**src/design/ohv_pkg.sv**
```systemverilog
`default_nettype none
package ohv_pkg;

    localparam int NUM_ST   = 28;
    localparam int NO_PARENT = 28;
    localparam int NEVER_W  = 21;
    localparam int EMIT_W   = 24;
    localparam int GROUP_SUMMARY = 4;

    // base codes
    localparam logic [2:0] BASE_T   = 3'd0;
    localparam logic [2:0] BASE_A   = 3'd2;
    localparam logic [2:0] BASE_G   = 3'd3;
    localparam logic [2:0] BASE_GAP = 3'd5;

    // input item after classification by the front end
    typedef struct packed {
        logic signed [EMIT_W-1:0] utr5;
        logic signed [EMIT_W-1:0] utr3;
        logic signed [EMIT_W-1:0] kozak;
        logic signed [EMIT_W-1:0] codon;
        logic                     gap;
        logic                     stop;
        logic                     last;
    } t_column;

    localparam int COL_W = $bits(t_column);

endpackage
`default_nettype wire

```
**src/design/ohv_fifo.sv**
```systemverilog
`default_nettype none
// Two-entry queue between front and back.
module ohv_fifo (
    input  wire logic             i_clk,
    input  wire logic             i_rst_n,
    input  wire logic             i_push,
    input  wire ohv_pkg::t_column i_data,
    output logic                  o_full,
    output logic                  o_valid,
    input  wire logic             i_pop,
    output ohv_pkg::t_column      o_data
);
    ohv_pkg::t_column r_mem [2];
    logic       r_wp, r_rp;
    logic [1:0] r_cnt;

    assign o_full  = (r_cnt == 2'd2);
    assign o_valid = (r_cnt != 2'd0);
    assign o_data  = r_mem[r_rp];

    always_ff @(posedge i_clk) begin
        if (i_push) r_mem[r_wp] <= i_data;
    end

    always_ff @(posedge i_clk) begin
        if (!i_rst_n) begin
            r_wp <= 1'b0; r_rp <= 1'b0; r_cnt <= '0;
        end else begin
            if (i_push) r_wp <= !r_wp;
            if (i_pop)  r_rp <= !r_rp;
            r_cnt <= r_cnt + {1'b0, i_push} - {1'b0, i_pop};
        end
    end

    // queue never overflows, underflows or counts past two
    a_no_overflow: assert property (@(posedge i_clk) disable iff (!i_rst_n)
        i_push |-> !o_full);
    a_no_underflow: assert property (@(posedge i_clk) disable iff (!i_rst_n)
        i_pop |-> o_valid);
    a_cnt_range: assert property (@(posedge i_clk) disable iff (!i_rst_n)
        r_cnt <= 2'd2);
endmodule
`default_nettype wire

```
**config.mk**
```make
export PLATFORM = sky130hd
export DESIGN_NAME = ohv_fifo
export DESIGN_NICKNAME = d
export VERILOG_FILES = /design/src/design/ohv_pkg.sv /design/src/design/ohv_fifo.sv
export SDC_FILE = /design/constraint.sdc
export NUM_CORES = 1
export LEC_CHECK = 0
export BUFFER_PORTS_ARGS = -buffer_cell sky130_fd_sc_hd__buf_2
export CORE_MARGIN = 5
export CORE_UTILIZATION = 47
export DETAILED_ROUTE_END_ITERATION = 7
export GPL_TIMING_DRIVEN = 0
export PLACE_DENSITY_LB_ADDON = 0.05
export SLEW_MARGIN = 20
export SYNTH_ARGS = -nofsm -noshare
export SYNTH_HDL_FRONTEND = slang
export SYNTH_SLANG_ARGS = --single-unit
```
**constraint.sdc**
```tcl
create_clock -name i_clk -period 6.7 [get_ports i_clk]
set_clock_uncertainty 0.05 [all_clocks]
set_input_delay 1.675 -clock i_clk [delete_from_list [all_inputs] [get_ports i_clk]]
set_output_delay 1.675 -clock i_clk [all_outputs]
set_load 0.05 [all_outputs]
```
=== Yosys cells after proc, flatten, opt, wreduce, memory -nomap -nowiden ===
Memory sizes are Yosys's and may differ from the RTL's. A register that Yosys moved wholly into a read port is not among the register bits.
Index checks and enable logic that the tools add are counted.

* Add/subtract/negate cells: 2
* Reduce and logical (&&, ||, !) cells: 3
* Equality and inequality tests: 1
* Muxes and demuxes: 4

{| class="wikitable"
|+ Operators with widths
! cell !! count
|-
| 2-to-1 mux 1 bit || 4
|-
| adder 2 x 1 -> 2 bit || 1
|-
| == test 2 bit, second input constant || 1
|-
| zero test 1 bit || 2
|-
| nonzero test 2 bit || 1
|-
| subtractor 2 x 1 -> 2 bit || 1
|}

* Bits in registers: 4
* Input bits: 103
* Memories kept: 1
* Output and inout bits: 101
* Word-level logic and storage cells: 14
* Memory bits (writable): 198

{| class="wikitable"
|+ Memory list
! name !! depth !! width !! rd ports !! clocked after memory_dff !! wr ports !! RTL line !! text
|-
| r_mem || 2 || 99 || 1 || 1 || 1 || ohv_fifo.sv:13 || <nowiki>ohv_pkg::t_column r_mem [2];</nowiki>
|}

=== Depth between registers and ports, before layout ===
* Word-level depth: 3
* Mapped depth: 6
* Gate-level depth less buffers: 6

=== Least setup slack after synthesis ===
OpenSTA, ideal clock, no wires.

* Kind: input to register
* From: input port i_push
* To: memory r_mem[0][0] (netlist bit) (enable)
* Slack: 0.065 ns
* Buffers on the path: 0
* Stages: 1
* Data required time: 6.080 ns
* Arrival: 6.015 ns
* Setup time: 0.570 ns
* Cells stage by stage: nor2b_1

* Longest elaborated chain between the ends: 2

{| class="wikitable"
|+ Ends and longest elaborated chain
! what !! RTL line !! text
|-
| start, declared || ohv_fifo.sv:6 || <nowiki>input wire logic i_push,</nowiki>
|-
| 2-to-1 mux 1 bit || ohv_fifo.sv:22 || <nowiki>if (i_push) r_mem[r_wp] <= i_data;</nowiki>
|-
| 2-to-1 mux 1 bit (implied by the code) || ohv_fifo.sv:22 ||
|-
| end, declared || ohv_fifo.sv:13 ||
|}

Every way passes these cells.

==> flow_metrics.py <==
metrics = {
    "setup_path": {
        "slowest_library_cell_on_the_worst_path": "sky130_fd_sc_hd__dfxtp_1",
        "critPathBufInv": 4,
        "reg2reg_to": "r_mem[1][19]",
        "highest_net_fanout_along_the_worst_path": 10,
        "worst_setup_ep_type": "primary output",
        "timing.reg2reg.setup_slack_ps": 4950,
        "reg_to_reg_start": "r_wp",
        "worst-setup-path-type": "reg2out",
        "critical-path-top-delay-family": "buffers and inverters",
        "rr_worst_depth": 3,
        "worstSetupStartpointType": "register",
        "cp_max_stage_delay_ps": 320,
        "worstPathCellList": "buf_6 -> buf_6 -> buf_6 -> mux2_4 -> buf_2",
        "worst_ep_arrival_time_ps": 1860,
        "timing.critical_path.mode_cell": "sky130_fd_sc_hd__buf_6",
        "required_ps": 4970,
    },
    "detailed_routing": {
        "drc_errors": 0,
        "firstDrtPassIters": 4,
        "drt.antenna.violating_nets": 0,
        "drt_wl_total_microns": 13700,
        "drt_iter0_markers": 132,
        "route.vias.total": 3784,
        "viasPerCell": 4.83,
        "avgRoutedWirePerCell_microns": 17.5,
    },
    "sta": {
        "final-hold-violation-count": 0,
        "worst_slew_pin_slew_ps": 414,
        "post_route_fraction_of_the_period_consumed_by_the_critical_path_pct": 53.5,
        "slew-limit-headroom_pct": 72.4,
        "setup_slack_ps": 3120,
        "fmaxAchievable_mhz": 279,
        "timing.final.max_slew_violations": 0,
        "unrepaired_setup_endpoints_after_global_routing": "no",
        "period_minus_slack_ps": 3580,
        "final_setup_violations": 0,
    },
    "finish": {
        "drive_above_1_share_pct": 61.4,
        "final_cell_count_no_fill": 783,
        "ff_latch_area_sq_um": 6050,
        "multiInputGateArea_sq_um": 1280,
        "syn_to_final_growth_pct": 28.1,
        "utilization_pct": 61.9,
        "antenna_cells": 0,
        "postLayoutCellArea_sq_um": 9480,
        "final_nets": 666,
        "fillers": 1167,
    },
    "cts": {
        "inserted_clock_buffers": 21,
        "ctsResizeCount": 0,
        "cts_max_level": 1,
        "cts.sinks": 203,
        "tritoncts": "built",
        "cts.hold.buffers_added": 0,
        "max-clock-path-buffers": 3,
        "cts_post_setup_buffers_inserted": 0,
        "cts_root_buffer": "sky130_fd_sc_hd__clkbuf_16",
        "insertion_delay_ps": 480,
        "worst_setup_hold_path_clk_slew_ps": 60,
    },
    "global_routing": {
        "first_global_vias": 4045,
        "wire_length_of_the_first_global_routing_pass_microns": 20800,
        "aggregate_global_routing_overflow": 0,
        "grt_start_max_net_pins": 47,
        "track_usage_pct": 14.6,
        "antenna_found_initial": 3,
    },
    "logic_synthesis": {
        "synth_edf_count": 198,
        "postSynth.topFlopCell": "sky130_fd_sc_hd__edfxtp_1",
        "synth_warnings": 0,
        "top_area_cells_in_the_synthesized_netlist": "sky130_fd_sc_hd__edfxtp_1, sky130_fd_sc_hd__mux2_2, sky130_fd_sc_hd__mux2_4",
        "synth_nets": 434,
        "ys_ff_latch": 203,
        "asyncSetResetFlopFracSynth_pct": 0,
        "synthDistinctLibCells": 14,
        "syn_inst": 329,
        "post_synth.cell_area_avg_sq_um": 22.5,
        "netlist.area_leader.share_pct": 80.4,
        "cell_types_with_the_highest_counts_after_synthesis": "sky130_fd_sc_hd__edfxtp_1, sky130_fd_sc_hd__mux2_2, sky130_fd_sc_hd__mux2_4, sky130_fd_sc_hd__buf_2, sky130_fd_sc_hd__dfxtp_1",
        "post_synth_instance_area_sq_um": 7400,
        "synth_seq_area_share_pct": 81.7,
        "synthMostInstantiatedCell": "sky130_fd_sc_hd__edfxtp_1",
        "yosys.area.top_type": "sky130_fd_sc_hd__edfxtp_1",
    },
    "outcome": {
        "run_status": "finished, final reports clean",
    },
    "place": {
        "post-place-cells": 749,
        "placement.cell_area_sq_um": 8820,
        "port_buffers": 203,
        "detailed_place_hpwl_microns": 9490,
        "gp_congestion": 0.715,
        "pre_cts_slack_ps": 3500,
    },
    "floorplan": {
        "design.core.area_sq_um": 15300,
        "die_w_microns": 135,
        "number_of_top_level_pins": 204,
        "placementRows": 45,
        "start_util_pct": 48.3,
        "design.die.area_sq_um": 18400,
        "dieHeight_microns": 135,
    },
    "hold_path": {
        "hold_start": "r_rp",
        "worst_hold_path_type": "reg2reg",
        "holdPathStages": 2,
    },
    "pwr": {
        "leakagePower_nw": 3.62,
        "cellPowerDensity_nw_per_um2": 326,
        "power.ir.vdd_worst_mv": 0.218,
    },
    "flow_run": {
        "drv_cap": 0,
    },
}
worst reg2reg max path, delay by kind of cell (launching register included):
family	cells	cell delay, ps
simple gates	1	430
flops	1	380
buf+inv	2	550
kinds of logic after synthesis:
logic type	count (synthesis)	share of synthesized area, %
muxes	99	15.6
xor gates and xnor gates	2	0.423
DFF	203	81.7
and+or+nand+nor	9	0.761
adders and majority gates	2	0.338
buffers and inverters	13	1.10
AOI/OAI and AO/OA	1	0.101
power by group:
part           leakage, nW  internal (mW)  switching, mW
clock                0.324          0.668          0.430
combinational         1.40          0.156          0.350
sequential            1.90           1.47         0.0148
total                 3.62           2.29          0.794
layer usage:
layer	global-route usage [%]	share of wire (%)	wire length, microns
met5	0	0.23	31
met4	3.36	1.9	263
met3	6.24	9.4	1280
met2	25.9	52	7140
met1	16.4	36	4990
stage by stage:
step	TNS, ps	hold slack [ps]	total power, mW
CTS	0	539	3.12
global route	0	584	3.21
finish	0	535	3.09
detailed placement	0	526	2.02
global placement	-267180	516	2.01
floorplan	0	505	1.89
worst max path at each step:
stage | depth (start not counted) | endpoint
2_1_floorplan | 1 | r_mem[0][0]
3_3_place_gp | 2 | r_mem[0][19]
3_5_place_dp | 4 | r_mem[1][19]
4_1_cts | 5 | o_data[95]
5_1_grt | 5 | o_data[94]
6_report | 5 | o_data[95]
registers in the layout (all words and copies together), names as in the netlist, named ones only:
register  count
r_wp          1
r_rp          1
r_mem       198
r_cnt         2
layout by cell type (no fill, tap or decap):
cell type | synthesis | final
sky130_fd_sc_hd__o21a_1 | 1 | 1
sky130_fd_sc_hd__clkinv_1 | 0 | 2
sky130_fd_sc_hd__nor2b_1 | 4 | 3
sky130_fd_sc_hd__mux2_4 | 10 | 10
sky130_fd_sc_hd__clkinv_2 | 0 | 4
sky130_fd_sc_hd__buf_2 | 8 | 211
sky130_fd_sc_hd__ha_1 | 2 | 2
sky130_fd_sc_hd__dfxtp_1 | 5 | 5
sky130_fd_sc_hd__mux2_2 | 89 | 89
sky130_fd_sc_hd__clkbuf_1 | 0 | 3
sky130_fd_sc_hd__or2_2 | 1 | 1
sky130_fd_sc_hd__nor2b_4 | 0 | 1
sky130_fd_sc_hd__inv_1 | 2 | 2
sky130_fd_sc_hd__buf_12 | 0 | 4
sky130_fd_sc_hd__buf_6 | 3 | 3
sky130_fd_sc_hd__clkbuf_16 | 0 | 21
sky130_fd_sc_hd__xor2_1 | 1 | 1
sky130_fd_sc_hd__edfxtp_1 | 198 | 198
sky130_fd_sc_hd__bufinv_16 | 0 | 2
sky130_fd_sc_hd__and2_4 | 0 | 1
sky130_fd_sc_hd__xnor3_1 | 1 | 1
sky130_fd_sc_hd__buf_16 | 0 | 2
sky130_fd_sc_hd__clkbuf_8 | 0 | 2
sky130_fd_sc_hd__and2_1 | 4 | 3
cell type report:
class	count	area share [%]
repair buffers	209	12.1
well taps	211	2.79
plain buffers	11	0.779
multi-input cells	113	13.5
clock buffers	26	5.95
clock inverters	8	0.924
flip-flops and latches	203	63.8
inverters	2	0.0792
No activity file was read; power rests on OpenSTA's default activity.
