## src/design/ohv_pkg.sv

```systemverilog
`default_nettype none
package ohv_pkg;

    localparam int NUM_ST   = 28;
    localparam int NO_PARENT = 28;
    localparam int NEVER_W  = 21;
    localparam int EMIT_W   = 24;
    localparam int GROUP_SUMMARY = 4;

    // base codes
    localparam logic [2:0] BASE_T   = 3'd0;
    localparam logic [2:0] BASE_A   = 3'd2;
    localparam logic [2:0] BASE_G   = 3'd3;
    localparam logic [2:0] BASE_GAP = 3'd5;

    // input item after classification by the front end
    typedef struct packed {
        logic signed [EMIT_W-1:0] utr5;
        logic signed [EMIT_W-1:0] utr3;
        logic signed [EMIT_W-1:0] kozak;
        logic signed [EMIT_W-1:0] codon;
        logic                     gap;
        logic                     stop;
        logic                     last;
    } t_column;

    localparam int COL_W = $bits(t_column);

endpackage
`default_nettype wire

```

## src/design/ohv_front.sv

```systemverilog
`default_nettype none
// Accepts columns, tracks the last two target bases and flags stop codons.
module ohv_front (
    input  wire logic                i_clk,
    input  wire logic                i_rst_n,
    input  wire logic                i_valid,
    output logic                     o_ready,
    input  wire logic [2:0]          i_base,
    input  wire logic [4*ohv_pkg::EMIT_W-1:0] i_emit,
    input  wire logic                i_last,
    output logic                     o_push,
    output ohv_pkg::t_column         o_col,
    input  wire logic                i_full
);
    logic [2:0] r_b0, r_b1;
    logic [1:0] r_seen;
    logic       w_stop;
    logic       w_acc;

    assign o_ready = !i_full;
    assign w_acc   = i_valid && !i_full;
    assign o_push  = w_acc;

    // stop codon from prior two bases and this one, gaps included
    always_comb begin
        w_stop = 1'b0;
        if (r_seen == 2'd2 && r_b1 == ohv_pkg::BASE_T) begin
            if (r_b0 == ohv_pkg::BASE_A && (i_base == ohv_pkg::BASE_G ||
                                            i_base == ohv_pkg::BASE_A))
                w_stop = 1'b1;
            else if (r_b0 == ohv_pkg::BASE_G && i_base == ohv_pkg::BASE_A)
                w_stop = 1'b1;
        end
    end

    assign o_col.utr5  = i_emit[0*ohv_pkg::EMIT_W +: ohv_pkg::EMIT_W];
    assign o_col.utr3  = i_emit[1*ohv_pkg::EMIT_W +: ohv_pkg::EMIT_W];
    assign o_col.kozak = i_emit[2*ohv_pkg::EMIT_W +: ohv_pkg::EMIT_W];
    assign o_col.codon = i_emit[3*ohv_pkg::EMIT_W +: ohv_pkg::EMIT_W];
    assign o_col.gap   = (i_base == ohv_pkg::BASE_GAP);
    assign o_col.stop  = w_stop;
    assign o_col.last  = i_last;

    // base history, cleared after the last column
    always_ff @(posedge i_clk) begin
        if (!i_rst_n) begin
            r_b0 <= '0; r_b1 <= '0; r_seen <= '0;
        end else if (w_acc) begin
            if (i_last) begin
                r_b0 <= '0; r_b1 <= '0; r_seen <= '0;
            end else begin
                r_b1 <= r_b0;
                r_b0 <= i_base;
                if (r_seen != 2'd2) r_seen <= r_seen + 2'd1;
            end
        end
    end
endmodule
`default_nettype wire

```

## config.mk

```make
export PLATFORM = sky130hd
export DESIGN_NAME = ohv_front
export DESIGN_NICKNAME = d
export VERILOG_FILES = /design/src/design/ohv_pkg.sv /design/src/design/ohv_front.sv
export SDC_FILE = /design/constraint.sdc
export NUM_CORES = 1
export LEC_CHECK = 0
export BUFFER_PORTS_ARGS = -buffer_cell sky130_fd_sc_hd__buf_2
export CAP_MARGIN = 0
export CORE_AREA = 2 2 78 80
export DETAILED_ROUTE_END_ITERATION = 10
export DIE_AREA = 0 0 80 82
export GPL_ROUTABILITY_DRIVEN = 0
export GPL_TIMING_DRIVEN = 0
export PLACE_DENSITY_LB_ADDON = 0.1
export SYNTH_ARGS = -nofsm -noshare
export SYNTH_HDL_FRONTEND = slang
export SYNTH_SLANG_ARGS = --single-unit
```

## constraint.sdc

```tcl
create_clock -name i_clk -period 2.8 [get_ports i_clk]
set_clock_uncertainty 0.2 [all_clocks]
set_input_delay 0.56 -clock i_clk [delete_from_list [all_inputs] [get_ports i_clk]]
set_output_delay 0.56 -clock i_clk [all_outputs]
set_load 0.01 [all_outputs]
```

Yosys cells after proc, flatten, opt, wreduce, memory -nomap -nowiden
Cells that the tools add are included.
Cells by class
  add/sub/neg operators: 1
  equal/unequal tests: 7
  multiplexer cells: 7
  reductions and logical operators: 9
Operators by type and width (number)
  == test 3 x 2 -> 1 bit (second input constant): 4
  2-to-1 mux 3 bit: 2
  logical AND 1 bit: 4
  2-to-1 mux 2 bit: 2
  == test 3 bit (second input constant): 1
  zero test 3 bit: 1
  2-to-1 mux 1 bit: 3
  adder 2 x 1 -> 2 bit (second input constant): 1
  == test 2 bit (second input constant): 1
  inequality test 2 bit (second input constant): 1
  AND reduction 2 bit: 1
  nonzero test 2 bit: 1
  zero test 1 bit: 1
  logical OR 1 bit: 1
Storage, ports and cells
  bits in registers: 8
  input port bits: 104
  output and inout port bits: 101
  logic and storage cells: 27

Longest topological paths before layout
Gate-level depths: netlist of the first run.
  depth in word-level cells: 5
  depth in mapped cells: 5
  mapped depth without buffers: 5

Least setup slack after synthesis of the first run
No wires, ideal clock.
  path kind: in2out
  from: input port i_base[2]
  to: output port o_col[1] (netlist bit)
  data arrival time: 1.039 ns
  data required time: 2.040 ns
  setup slack: 1.001 ns
  cell stages on the path: 3
  cells stage by stage: nor4bb_1 > and3_1 > buf_4
Between the ends
  cells in the longest elaborated chain, start to end: 5
  elaborated cells on any way between the ends: 8
  those cells by class: 2 x eq/ne; 3 x mux; 3 x reduce/logical
RTL lines
  from (decl): RTL line ohv_front.sv:8  | input wire logic [2:0] i_base,
  == test 3 x 2 -> 1 bit (on tied branches): RTL line ohv_front.sv:29, ohv_front.sv:31, ohv_front.sv:28
  logical AND 1 bit or logical OR 1 bit (tied branches): RTL line ohv_front.sv:31, ohv_front.sv:28
  2-to-1 mux 1 bit or logical AND 1 bit (tied branches): RTL line ohv_front.sv:31, ohv_front.sv:28
  2-to-1 mux 1 bit (*): RTL line ohv_front.sv:28  | if (r_b0 == ohv_pkg::BASE_A && (i_base == ohv_pkg::BASE_G ||
  2-to-1 mux 1 bit (*): RTL line ohv_front.sv:27  | if (r_seen == 2'd2 && r_b1 == ohv_pkg::BASE_T) begin
  to (decl): RTL line ohv_front.sv:12  | output ohv_pkg::t_column o_col,
Mark *: on every way between the ends. The rest lies on a longest branch, timed or not.

Worst setup path after layout of the first run
  from: register r_seen[0]
  to: output port o_col[1] (netlist bit)
Between the ends
  cells in the longest elaborated chain, start to end: 3
RTL lines
  from (decl): RTL line ohv_front.sv:16  | logic [1:0] r_seen;
  from (signal assigned): RTL line ohv_front.sv:54  | if (r_seen != 2'd2) r_seen <= r_seen + 2'd1;
  == test 2 bit: RTL line ohv_front.sv:27
  logical AND 1 bit: RTL line ohv_front.sv:27
  2-to-1 mux 1 bit: RTL line ohv_front.sv:27
Every way passes these cells.

==> qor.txt, run 1 <==
clk buf depth - 2
top_reg_cell synth - dfxtp_1
# hold bufs at CTS - 0
Die X - 80 um
number of synthesized flops with an enable pin - 0
I/O pins - 205
first-pass GRT wire length - 3630 um
Worst-Margin Slew - 0.278 ns
WHS Path Cells - 2
status - finished clean
R2R setup slack - 1.24 ns
fmax - 451 MHz
hold path start - r_b1[2]
CP peak stage delay - 0.31 ns
top cell type's share of synthesized area - 0.645
Pre-antenna DRT Iters - 3
Hold Crit Endpoint - r_b1[2]
worst flop-to-flop path startpoint - r_seen[0]
largest net degree at the start of global routing - 11
Max Cap Viol - 0
final slew viol count - 0
vias in the first global route - 822
Synth Area per Inst - 7.97 um2
Hold Crit Class - reg -> reg
most frequent cell after synthesis - buf_4
per-cell routed wire length - 8.95 um
Die Area - 6560 um2
layout cells sized above 1 - 0.831
Layout area overhead - 59.3%
Clock Pin Slew Worst Setup and Hold Paths - 0.04 ns
final cell count without fillers - 329
critical path required time - 2.04 ns
# setup viols final - 0
Worst path slowest cell - dfxtp_1
Skew-Pair Late Insertion Delay - 0.22 ns
Tcrit/Tclk final - 0.791
Clock Tree Root - clkbuf_8
synth cell count leaders - buf_4, dfxtp_1, nand2_1
sequential cell area fraction in the yosys report - 0.141
area of the core - 5750 um2
CTS tree - yes
CP arrival - 1.46 ns
Die Ht - 82 um
Syn Inst Count - 143
largest area contributor in the netlist - buf_4
synth warn - 0
GR Overflow Total - 0
via count - 1165
placed insts - 326
Port Buf Inserts - 108
PwrDens - 271 nW/um2
DR DRC count - 0
critical path type - reg -> out
final count of hold timing violations - 0
Starting Density - 0.198
Multi-input gate area - 221 um2
RSZ-0062 raised after global routing - no
starting DRC count in detailed routing - 11
CP Cell Sequence - inv_1 > ha_1 > nor4bb_1 > and3_1 > buf_4 > buf_2
TritonCTS Buffers - 3
Mapped Area - 1140 um2
Fillers - 620
Post-DRT Antenna Nets - 0
worst r2r dst - r_seen[1]
Antenna diodes - 0
Net Count, Synth - 248
Via density - 3.54
Startpoint Class - flip-flop
Synth Register Bits - 8
sequential standard cell area - 160 um2
total global routing track utilization - 0.0712
final WL - 2940 um
Max VDD drop - 0.000158 V
crit end category - output pin
htree depth - 1
worst reg2reg path depth - 4
CP Max Fanout - 4
static leakage - 1.07 nW
minimum clock period - 2.22 ns
Synth cell types - 17
top area cells in the synthesized netlist - buf_4, dfxtp_1, a21boi_0, nand3b_1, nand2_1
CTS Sinks - 8
antenna violations before repair - 0
Nets - 361
setup_tns - 0 ns
Rows - 28
Setup Fix Bufs, Post-CTS - 0
fraction of synthesis flops using an asynchronous set or reset pin - 0
slew margin rel. - 0.812
# resized after CTS - 0
==> worst max-delay path, delay by kind of cell, from the launching register on <==
family                     cells  cell delay [ns]
adders and majority gates      1             0.20
buffers and inverters          3             0.27
DFF                            1             0.31
and+or+nand+nor                2             0.44
==> metal layers <==
| layer | wire [um] | global-route usage |
|---|---|---|
| met5 | 0 | 0 |
| met4 | 17 | 0.0153 |
| met3 | 573 | 0.0319 |
| met2 | 1410 | 0.132 |
| met1 | 944 | 0.0745 |
==> flip-flops by register name, summed over array words and instances, names as in the netlist <==
name    cells
r_b0        3
r_b1        3
r_seen      2
==> power by group <==
group,internal [W],switching [W],leakage (nW),total [W]
combinational,0.000144,0.0000895,0.981,0.000234
sequential,0.000117,0.00000156,0.0648,0.000118
clock,0.0000932,0.0000460,0.0216,0.000139
==> cells in the final DEF (no fill, tap or decap) <==
cell and count:
buf_2 108, buf_4 98, nand2_1 8, dfxtp_1 8, a21boi_0 7, nand3b_1 6
inv_1 3, clkbuf_8 3, o21ai_0 2, or4_1 2, nand2b_4 1, buf_6 1
nor2_1 1, nor4bb_1 1, nor4b_1 1, and3_1 1, nor2b_1 1, a21boi_1 1
ha_1 1
==> kinds of logic (layout without fill, tap and decap cells) <==
kind of cell               count (synthesis)  count (layout)  share of synthesized area
DFF                                        8               8                      0.141
adders and majority gates                  1               1                     0.0110
and+or+nand+nor                           22              22                      0.122
buffers and inverters                    102             213                      0.665
AOI/OAI and AO/OA                         10              10                     0.0615
==> layout make-up <==
cell class | instances | area share
buffer | 99 | 0.411
timing repair buffer | 108 | 0.298
multi-input combinational | 33 | 0.122
sequential | 8 | 0.0882
tap | 75 | 0.0517
clock buffer | 3 | 0.0227
inverter | 3 | 0.00620
==> worst max-delay path by stage <==
stage              start  endpoint  slack, ns  depth (start not counted)
6_report       r_seen[0]  o_col[1]       0.58                          6
4_1_cts        r_seen[0]  o_col[1]       0.54                          6
3_3_place_gp      i_full    o_push       0.74                          5
5_1_grt        r_seen[0]  o_col[1]       0.46                          6
3_5_place_dp   i_base[2]  o_col[1]       0.73                          5
2_1_floorplan  i_base[2]  o_col[1]       1.00                          3
==> per-stage QoR <==
step | util | hold slack [ns] | total power, W | worst slack [ns] | cell area (um2)
2_1_floorplan | - | 0.241 | 0.000276 | 1.00 | 1140
3_3_place_gp | 0.309 | 0.258 | 0.000358 | 0.739 | 1770
3_5_place_dp | 0.309 | 0.258 | 0.000358 | 0.734 | 1770
4_1_cts | 0.316 | 0.263 | 0.000497 | 0.544 | 1820
5_1_grt | 0.316 | 0.283 | 0.000519 | 0.463 | 1820
6_report | 0.316 | 0.259 | 0.000492 | 0.584 | 1820
No activity file was read; power rests on OpenSTA's default activity.
==> run 2, diff against run 1 <==
- ABC_AREA: unset -> 1
- clock period: 2.8 -> 2.1 ns (I/O delays scaled with it)
==> run 2 against run 1 <==
  * Non-clock buffer count decreased by 1
  * Die area is the same
  * Final cell count increased by 3.3%
  * Critical endpoint unchanged
  * Clock power increased by 35%
  * Power rose by 36%
  * Area after synthesis is 1.1% lower
  * Highest routed layer is now met3
  * Largest power group unchanged
  * Critical path depth stayed put
  * Sequential cell count is the same
  * Sequential power is 36% higher
==> qor.txt, run 2 <==
Psw - 0.000194 W (+42%)
crit end category - output pin
CP arrival - 1.24 ns (-0.22 ns)
worst r2r dst - r_seen[1]
power share of the combinational group - 0.480 (+0.004)
fraction of synthesis flops using an asynchronous set or reset pin - 0 (unchanged)
Clock power frac - 0.281 (-0.002)
Die X - 80 um (unchanged)
Setup Fix Bufs, Post-CTS - 0 (unchanged)
Synth Area per Inst - 7.32 um2 (-8.2%)
htree depth - 1 (unchanged)
synth warn - 0 (unchanged)
Worst-Margin Slew - 0.201 ns (-0.0775 ns)
commonest non-fill, non-tap cell in the layout - buf_2
worst flop-to-flop path startpoint - r_seen[0]
Critical Path Source - r_seen[0]
Worst Slack Setup Final - 0.241 ns (-0.343 ns)
final WL - 2770 um (-5.8%)
R2R setup slack - 0.88 ns (-0.36 ns)
slew margin rel. - 0.866 (+0.0542)
vias in the first global route - 797 (-3.0%)
worst reg2reg path depth - 7 (+3)
area of the core - 5750 um2 (unchanged)
fmax - 538 MHz
Clock Pin Slew Worst Setup and Hold Paths - 0.04 ns (about the same)
WHS Path Cells - 3 (+1)
Fillers - 649 (+4.7%)
Synth Register Bits - 8 (unchanged)
P_int - 0.000474 W (+34%)
Nets - 372 (+3.0%)
Setup WS pre-CTS - 0.445 ns (-0.288 ns)
largest area contributor in the netlist - buf_4
per-cell routed wire length - 8.15 um (-8.9%)
Net Count, Synth - 259 (+4.4%)
RSZ-0062 raised after global routing - no
synth cell count leaders - buf_4, nand2_1, dfxtp_1, nand3_1, nor2_1
Pre-antenna DRT Iters - 2 (-1)
Rows - 28 (unchanged)
Starting Density - 0.196 (-0.00218)
clk buf depth - 2 (unchanged)
Syn Inst Count - 154 (+7.7%)
DR DRC count - 0 (unchanged)
layout cells sized above 1 - 0.811 (-0.0194)
Tcrit/Tclk final - 0.885
Layout area overhead - 59.9%
final slew viol count - 0 (unchanged)
# setup viols final - 0 (unchanged)
top cell type's share of synthesized area - 0.653 (+0.00716)
minimum clock period - 1.86 ns
sequential standard cell area - 160 um2 (unchanged)
Clock Tree Root - clkbuf_8
Port Buf Inserts - 108 (unchanged)
Max VDD drop - 0.000208 V (+32%)
hold path start - i_rst_n
I/O pins - 205 (unchanged)
Post-DRT Antenna Nets - 0 (unchanged)
Die Ht - 82 um (unchanged)
CTS tree - yes
largest net degree at the start of global routing - 11 (unchanged)
placed insts - 337 (+3.4%)
sequential group share of total power - 0.239 (-0.002)
Hold Crit Endpoint - r_seen[1]
Top Registers - r_b0 (3), r_b1 (3), r_seen (2)
final count of hold timing violations - 0 (unchanged)
sequential cell area fraction in the yosys report - 0.142 (+0.00156)
TritonCTS Buffers - 3 (unchanged)
CP Max Fanout - 2 (-2)
Hold Crit Class - in -> reg
Antenna diodes - 0 (unchanged)
critical path type - reg -> out
CTS Sinks - 8 (unchanged)
Via density - 3.44 (-2.9%)
antenna violations before repair - 0 (unchanged)
# resized after CTS - 0 (unchanged)
Die Area - 6560 um2 (unchanged)
total global routing track utilization - 0.0650 (-0.00621)
most frequent cells in the layout - buf_2, buf_4, nand2_1
status - finished clean
PwrDens - 371 nW/um2 (+37%)
Synth cell types - 12 (-5)
top area cells in the synthesized netlist - buf_4, dfxtp_1, nand2_1, nand3_1, a21oi_1
critical path required time - 1.48 ns (-0.56 ns)
Max Cap Viol - 0 (unchanged)
GR Overflow Total - 0 (unchanged)
# hold bufs at CTS - 0 (unchanged)
top_reg_cell synth - dfxtp_1
most frequent cell after synthesis - buf_4
setup_tns - 0 ns (unchanged)
Multi-input gate area - 205 um2 (-7.3%)
Mapped Area - 1130 um2 (-1.1%)
Sw Ratio - 0.290 (+0.0114)
Skew-Pair Late Insertion Delay - 0.23 ns (about the same)
final cell count without fillers - 340 (+3.3%)
via count - 1169 (+0.34%)
static leakage - 1.10 nW (+2.8%)
number of synthesized flops with an enable pin - 0 (unchanged)
Startpoint Class - flip-flop
first-pass GRT wire length - 3420 um (-5.9%)
starting DRC count in detailed routing - 30 (+19)
==> run 2: critical path: stages (launching register included) <==
cell	delay (ns)
dfxtp_1	0.30
inv_1	0.07
ha_1	0.17
nand4_1	0.10
nor2_1	0.14
buf_4	0.12
buf_2	0.11
==> run 2: through the flow <==
step	cell area [um2]	power, W	hold WS [ns]	utilization
floorplan	1130	0.000380	0.244	-
global placement	1760	0.000488	0.256	0.307
detailed placement	1760	0.000488	0.261	0.307
CTS	1800	0.000682	0.242	0.314
global route	1800	0.000726	0.239	0.314
finish	1800	0.000669	0.245	0.314
==> run 2: kinds of logic (layout without fill, tap and decap cells) <==
group | after synthesis | count (layout) | synth area share
buffers and inverters | 105 | 216 | 0.676
flip-flops | 8 | 8 | 0.142
AND/OR/NAND/NOR | 33 | 33 | 0.140
AO/OA/AOI/OAI | 7 | 7 | 0.0311
adder cells (fa/ha/maj) | 1 | 1 | 0.0111
==> run 2: final cells by class <==
type | instances | area share
buffer | 98 | 0.408
clock buffer | 3 | 0.0229
inverter | 7 | 0.0146
multi-input combinational | 41 | 0.114
sequential | 8 | 0.0888
tap | 75 | 0.0520
timing repair buffer | 108 | 0.300
==> run 2: power groups by stage <==
stage	registers, W	clock network, W	logic [W]
final	0.000160	0.000188	0.000321
after global routing	0.000160	0.000214	0.000352
after CTS	0.000160	0.000196	0.000326
after detailed placement	0.000162	0	0.000326
after global placement	0.000162	0	0.000326
after floorplan	0.000162	0	0.000218
==> run 2: routing by layer <==
metal / vias to the layer above / wire [um] / global-route usage
met1: 465 / 898 / 0.0712
met3: 0 / 498 / 0.0330
met2: 105 / 1370 / 0.118
met5: - / 0 / 0
met4: 0 / 0 / 0.00508
li1: 599 / - / -
==> run 2: worst max path at each step <==
stage	to	slack (ns)	cells after the start
floorplan	o_col[1]	0.68	5
global placement	o_col[1]	0.44	6
detailed placement	o_col[1]	0.45	6
CTS	o_col[1]	0.22	6
global route	o_col[1]	0.12	6
finish	o_col[1]	0.24	6
